`config.mk`:
```
export PLATFORM = sky130hd
export DESIGN_NAME = sorted_priority_queue
export DESIGN_NICKNAME = d
export VERILOG_FILES = /design/src/rtl/spq_pkg.sv /design/src/rtl/spq_cell.sv /design/src/rtl/sorted_priority_queue.sv
export SDC_FILE = /design/constraint.sdc
export NUM_CORES = 2
export LEC_CHECK = 0
export ABC_AREA = 1
export ABC_CLOCK_PERIOD_IN_PS = 8600
export BUFFER_PORTS_ARGS = -buffer_cell sky130_fd_sc_hd__buf_2
export CAP_MARGIN = 10
export CORE_MARGIN = 5
export CORE_UTILIZATION = 60
export DETAILED_ROUTE_END_ITERATION = 7
export GPL_TIMING_DRIVEN = 0
export PLACE_DENSITY_LB_ADDON = 0.2
export SLEW_MARGIN = 10
export SYNTH_ARGS = -nofsm -noshare
export SYNTH_HDL_FRONTEND = slang
export SYNTH_HIERARCHICAL = 1
export SYNTH_SLANG_ARGS = --single-unit
```
`constraint.sdc`:
```
create_clock -name clk -period 8.6 [get_ports clk]
set_input_delay 1.72 -clock clk [delete_from_list [all_inputs] [get_ports clk]]
set_output_delay 1.72 -clock clk [all_outputs]
set_load 0.02 [all_outputs]
```
`src/rtl/spq_pkg.sv`:
```
package spq_pkg;

  localparam logic CMD_INSERT = 1'b0;
  localparam logic CMD_REMOVE = 1'b1;

  typedef enum logic [1:0] {
    ST_DONE  = 2'd0,
    ST_FULL  = 2'd1,
    ST_EMPTY = 2'd2
  } status_t;

  // Per-cycle command broadcast to every cell of the chain.
  typedef struct packed {
    logic ins;
    logic rem;
    logic desc;
  } ctrl_t;

endpackage

```
`src/rtl/spq_cell.sv`:
```
module spq_cell #(
  parameter int W   = 32,
  parameter int CW  = 5,
  parameter int IDX = 0
) (
  input  logic                clk,
  input  spq_pkg::ctrl_t      ctrl,
  input  logic [CW-1:0]       count,
  input  logic signed [W-1:0] ins_value,
  input  logic signed [W-1:0] left_value,
  input  logic                left_ge,
  input  logic signed [W-1:0] right_value,
  output logic signed [W-1:0] value,
  output logic                ge
);

  logic signed [W-1:0] value_r;
  logic signed [W-1:0] value_nxt;
  logic                occ;
  logic                lt;

  // A cell flags ge when the new word belongs at it or at an earlier cell. The
  // flag is carried down the chain, so the first flagged cell takes the new
  // word and every later cell shifts, whatever order the stored words are in.
  assign occ   = CW'(IDX) < count;
  assign lt    = value_r < ins_value;
  assign ge    = left_ge || !occ || (ctrl.desc ? lt : !lt);
  assign value = value_r;

  always_comb begin
    value_nxt = value_r;
    if (ctrl.ins) begin
      if (ge && left_ge) begin
        value_nxt = left_value;
      end else if (ge) begin
        value_nxt = ins_value;
      end
    end else if (ctrl.rem) begin
      value_nxt = right_value;
    end
  end

  always_ff @(posedge clk) begin
    value_r <= value_nxt;
  end

endmodule

```
`src/rtl/sorted_priority_queue.sv`:
```
// Channel  Direction  Handshake              Payload
// cfg      in         cfg_wr_en              cfg_wr_data (descending order)
// in       in         in_valid / in_ready    in_command, in_value
// out      out        out_valid / out_ready  head, valid flag, count, removed, status
//
// Every cell compares the broadcast value at once and shifts in the same edge,
// so a new word is taken every cycle unless the output register holds it off.
// The result sits in an output register; a new word is taken while it waits
// only if it is being read in the same cycle.
// Reset empties the list and clears the order setting; no clearing pass.
module sorted_priority_queue #(
  parameter int DEPTH       = 16,
  parameter int VALUE_WIDTH = 32
) (
  input  logic               clk,
  input  logic               rst_n,
  input  logic               cfg_wr_en,
  input  logic               cfg_wr_data,
  input  logic               in_valid,
  output logic               in_ready,
  input  logic               in_command,
  input  logic signed [31:0] in_value,
  output logic               out_valid,
  input  logic               out_ready,
  output logic signed [31:0] out_head_value,
  output logic               out_head_valid,
  output logic [4:0]         out_entry_count,
  output logic signed [31:0] out_removed_value,
  output logic [1:0]         out_status
);

  localparam int CW = $clog2(DEPTH + 1);

  logic                          desc_r;
  logic [CW-1:0]                 count_r;
  logic [CW-1:0]                 count_nxt;
  logic                          out_valid_r;
  logic signed [31:0]            head_value_r;
  logic                          head_valid_r;
  logic [4:0]                    entry_count_r;
  logic signed [31:0]            removed_value_r;
  spq_pkg::status_t              status_r;
  spq_pkg::status_t              status_nxt;

  logic                          accept;
  logic                          full;
  logic                          empty;
  spq_pkg::ctrl_t                ctrl;
  logic signed [VALUE_WIDTH-1:0] ins_value;
  logic signed [VALUE_WIDTH-1:0] head_nxt;
  logic signed [VALUE_WIDTH-1:0] cell_value [DEPTH];
  logic                          cell_ge    [DEPTH];

  assign in_ready  = !out_valid_r || out_ready;
  assign accept    = in_valid && in_ready;
  assign full      = count_r == CW'(DEPTH);
  assign empty     = count_r == '0;
  assign ins_value = VALUE_WIDTH'($unsigned(in_value));

  always_comb begin
    ctrl.desc  = desc_r;
    ctrl.ins   = accept && (in_command == spq_pkg::CMD_INSERT) && !full;
    ctrl.rem   = accept && (in_command == spq_pkg::CMD_REMOVE) && !empty;
    status_nxt = spq_pkg::ST_DONE;
    if (in_command == spq_pkg::CMD_INSERT && full) begin
      status_nxt = spq_pkg::ST_FULL;
    end else if (in_command == spq_pkg::CMD_REMOVE && empty) begin
      status_nxt = spq_pkg::ST_EMPTY;
    end
    count_nxt = count_r;
    head_nxt  = cell_value[0];
    if (ctrl.ins) begin
      count_nxt = count_r + CW'(1);
      if (cell_ge[0]) begin
        head_nxt = ins_value;
      end
    end else if (ctrl.rem) begin
      count_nxt = count_r - CW'(1);
      head_nxt  = cell_value[1];
    end
  end

  for (genvar g = 0; g < DEPTH; g++) begin : g_cell
    logic signed [VALUE_WIDTH-1:0] left_value;
    logic                          left_ge;
    logic signed [VALUE_WIDTH-1:0] right_value;

    if (g == 0) begin : g_first
      assign left_value = ins_value;
      assign left_ge    = 1'b0;
    end else begin : g_mid
      assign left_value = cell_value[g-1];
      assign left_ge    = cell_ge[g-1];
    end

    if (g == DEPTH - 1) begin : g_last
      assign right_value = cell_value[g];
    end else begin : g_inner
      assign right_value = cell_value[g+1];
    end

    spq_cell #(
      .W   (VALUE_WIDTH),
      .CW  (CW),
      .IDX (g)
    ) u_cell (
      .clk         (clk),
      .ctrl        (ctrl),
      .count       (count_r),
      .ins_value   (ins_value),
      .left_value  (left_value),
      .left_ge     (left_ge),
      .right_value (right_value),
      .value       (cell_value[g]),
      .ge          (cell_ge[g])
    );
  end

  always_ff @(posedge clk) begin
    if (!rst_n) begin
      desc_r      <= 1'b0;
      count_r     <= '0;
      out_valid_r <= 1'b0;
    end else begin
      if (cfg_wr_en) begin
        desc_r <= cfg_wr_data;
      end
      count_r <= count_nxt;
      if (accept) begin
        out_valid_r <= 1'b1;
      end else if (out_ready) begin
        out_valid_r <= 1'b0;
      end
    end
  end

  always_ff @(posedge clk) begin
    if (accept) begin
      head_value_r    <= (count_nxt != '0) ? 32'(head_nxt) : '0;
      head_valid_r    <= count_nxt != '0;
      entry_count_r   <= 5'(count_nxt);
      removed_value_r <= ctrl.rem ? 32'(cell_value[0]) : '0;
      status_r        <= status_nxt;
    end
  end

  assign out_valid         = out_valid_r;
  assign out_head_value    = head_value_r;
  assign out_head_valid    = head_valid_r;
  assign out_entry_count   = entry_count_r;
  assign out_removed_value = removed_value_r;
  assign out_status        = status_r;

endmodule

```
==> out/results.tsv <==
metric	value	unit
CP most frequent cell	nand2_2	
crit path from	in_value[5]	
clock share of power	34.7	%
nets	6216	
Post-DP Area	45200	µm²
Internal	5.93	mW
synth cell count leaders	1,098 x nand2_1, 722 x nor2_1, 717 x o21ai_1	
crit end category	flip-flop	
largest net degree at the start of global routing	94	
Synth warnings	6	
sequential element share of the synthesized area	40.7	%
Avg Inst Size Synth	7.92	µm²
starting density of the core	60.6	%
Hold Slack	0.529	ns
Post-Syn Instances	5481	
Power Density	180	nW/µm²
Vias/cell	5.66	
Comb pwr share	21.1	%
die width	279	µm
Die Y	279	µm
Leakage	21.9	nW
Synth area leader	edfxtp_1	
VDD IR max	174	µV
Hold WC Path Type	flip-flop to flip-flop	
Synth-to-Final Area Change	9.97	%
Max-Cap Viols	0	
crit path max fanout	34	
Final Non-Filler Cells	6683	
initial antenna violation count	0	
min Tclk post-route	8.17	ns
final antenna diode count	0	
setup TNS	0	ns
GR Overflow Total	0	
Final Skew	0.0238	ns
CTS tree	yes	
Synth Register Bits	591	
Ports	113	
CP max-delay cell	ha_1	
crit path to	g_cell[15].u_cell/value[13]$_DFFE_PP_	
hold_buf cts	0	
dominant synthesized flop cell	edfxtp_1	
post-synthesis mux area share	0	%
adder-cell share of the synthesized area	14.4	%
vias in the first global route	38400	
Vias	37800	
Synth Area in Compound Gates	16.6	%
reg2reg end	g_cell[15].u_cell/value[13]$_DFFE_PP_	
clk root buf	clkbuf_16	
H-tree depth	3	
Fillers	6118	
count leader, synth	nand2_1	
DP HPWL	90.5	mm
critical path's largest stage delay	0.29	ns
port bufs	112	
critical path depth	47	
WS Path Type	primary input to flip-flop	
TritonRoute pass-1 iters	6	
pre-CTS setup slack	-1.78	ns
post-synthesis cell type count	41	
WP data required	9.05	ns
Area contributors post-synth	edfxtp_1 40%, ha_1 14%, nand2_1 9.5%, o21ai_1 8.3%, nor2_1 6.2%	
Final Hold Viols	0	
Psw	2.68	mW
Worst Path Arrival	8.62	ns
Worst-Skew Late Latency	0.63	ns
status	completed	
Reg2Reg Depth	45	
DIE AREA	77800	µm²
fin. max-slew vios	0	
ys async rst share	0	%
delay-heaviest family, CP	simple AND/OR/NAND/NOR gates	
layout cells sized above 1	9.38	%
Wirelength per Cell	17.3	µm
Simple-Gate Fraction of Synth Area	19.5	%
switching share of power	31.1	%
# clock sinks	591	
main combinational cell family by area after synthesis	simple AND/OR/NAND/NOR gates	
clock buffer depth	3	
Post-Route Utilization	66.7	%
reg2reg setup slack	1.34	ns
Slew headroom	23.0	%
Placer Congestion	0.946	
Synth top area share	40.4	%
RR Startpoint	g_cell[0].u_cell/value[5]$_DFFE_PP_	
buffer and inverter count on the worst path	6	
Placed Cells	6549	
clk slew on worst S/H paths	0.06	ns
period utilisation layout	95.0	%
crit start category	primary input	
fmax	122	MHz
setup ws final	0.432	ns
CTS buffer count	69	
drt initial violations	2774	
Reg power frac	44.2	%
Total Power	8.61	mW
drt drc	0	
Synth Area in XOR/XNOR	0.323	%
synthesized area	43400	µm²
number of cell rows	98	
worst-margin pin slew	1.15	ns
Total Wirelength	116	mm
GRT Util Overall	29.0	%
Post-synth EDFFs	584	
core area	71600	µm²
first-pass GRT wire length	186	mm
post-route ant nets	0	
design area	47700	µm²
final setup fails	0	
## power groups by stage
stage | Combinational, mW | Clock, mW | Sequential, mW
after detailed placement | 1.77 | 0 | 3.86
after global placement | 1.69 | 0 | 3.85
final | 1.82 | 2.99 | 3.80
after floorplan | 1.25 | 0 | 3.81
after CTS | 1.80 | 3.02 | 3.80
after global routing | 2.07 | 3.13 | 3.83
## placed cells by master, fill, tap and decap left out, drive strengths merged, types with 78 or more instances in the layout
cell and count:
nand2 1146, edfxtp 584, inv 736, o21ai 1095, ha 498, a21oi 239, nand3 78, buf 154
nor2 757, clkbuf 254
## worst min-delay path by stage
stage | from | to | slack, ns | cells past startpoint
detailed placement | out_valid$_SDFFE_PN0P_ | out_valid$_SDFFE_PN0P_ | 0.53 | 2
finish | out_valid$_SDFFE_PN0P_ | out_valid$_SDFFE_PN0P_ | 0.53 | 2
global route | out_valid$_SDFFE_PN0P_ | out_valid$_SDFFE_PN0P_ | 0.56 | 2
floorplan | g_cell[15].u_cell/value[0]$_DFFE_PP_ | g_cell[15].u_cell/value[0]$_DFFE_PP_ | 0.55 | 2
global placement | out_valid$_SDFFE_PN0P_ | out_valid$_SDFFE_PN0P_ | 0.52 | 2
CTS | out_valid$_SDFFE_PN0P_ | out_valid$_SDFFE_PN0P_ | 0.53 | 2
## worst reg2reg max path: cells and delay by family, from the launching register on
kind | cells | cell delay [ns]
flops | 1 | 0.44
buf+inv | 4 | 0.64
compound gates | 10 | 1.76
simple gates | 30 | 3.90
fa+ha+maj | 1 | 0.33
## layout make-up
type / instances / area (µm²) / area share [%]
inverters: 731 / 2750 / 5.77
repair buffers: 121 / 788 / 1.65
flip-flops and latches: 591 / 17700 / 37.0
clock buffers: 79 / 1760 / 3.70
multi-input cells: 3957 / 22100 / 46.4
well taps: 950 / 1190 / 2.49
clock inverters: 46 / 472 / 0.988
plain buffers: 208 / 956 / 2.00
## timing repair
item | CTS | global route
endpoints found under the setup margin | 222 | 160
buffers inserted | 4 | 4
gates resized for setup | 56 | 14
pin swaps | 5 | 5
gates cloned | 1 | 0
## routing by layer
layer	up-vias	share of wire (%)	GRT usage, %
li1	18700	-	-
met1	17500	38	32.5
met2	1308	52	54.8
met3	270	5.1	2.81
met4	0	5.0	14.4
met5	-	0	0
## sequential cells by signal, indices dropped and copies added, names as in the netlist
signal and flops:
count_r 5, desc_r 1, g_cell.u_cell/value 512, out_entry_count 5
out_head_valid 1, out_head_value 32, out_removed_value 32, out_status 2
out_valid 1
## cells by family after synthesis
kind of cell | after synthesis
simple gates | 2064
fa+ha+maj | 498
compound gates | 1372
flops | 591
buf+inv | 939
other cells | 1
xor+xnor | 16
Power figures use the tool's default switching activity.
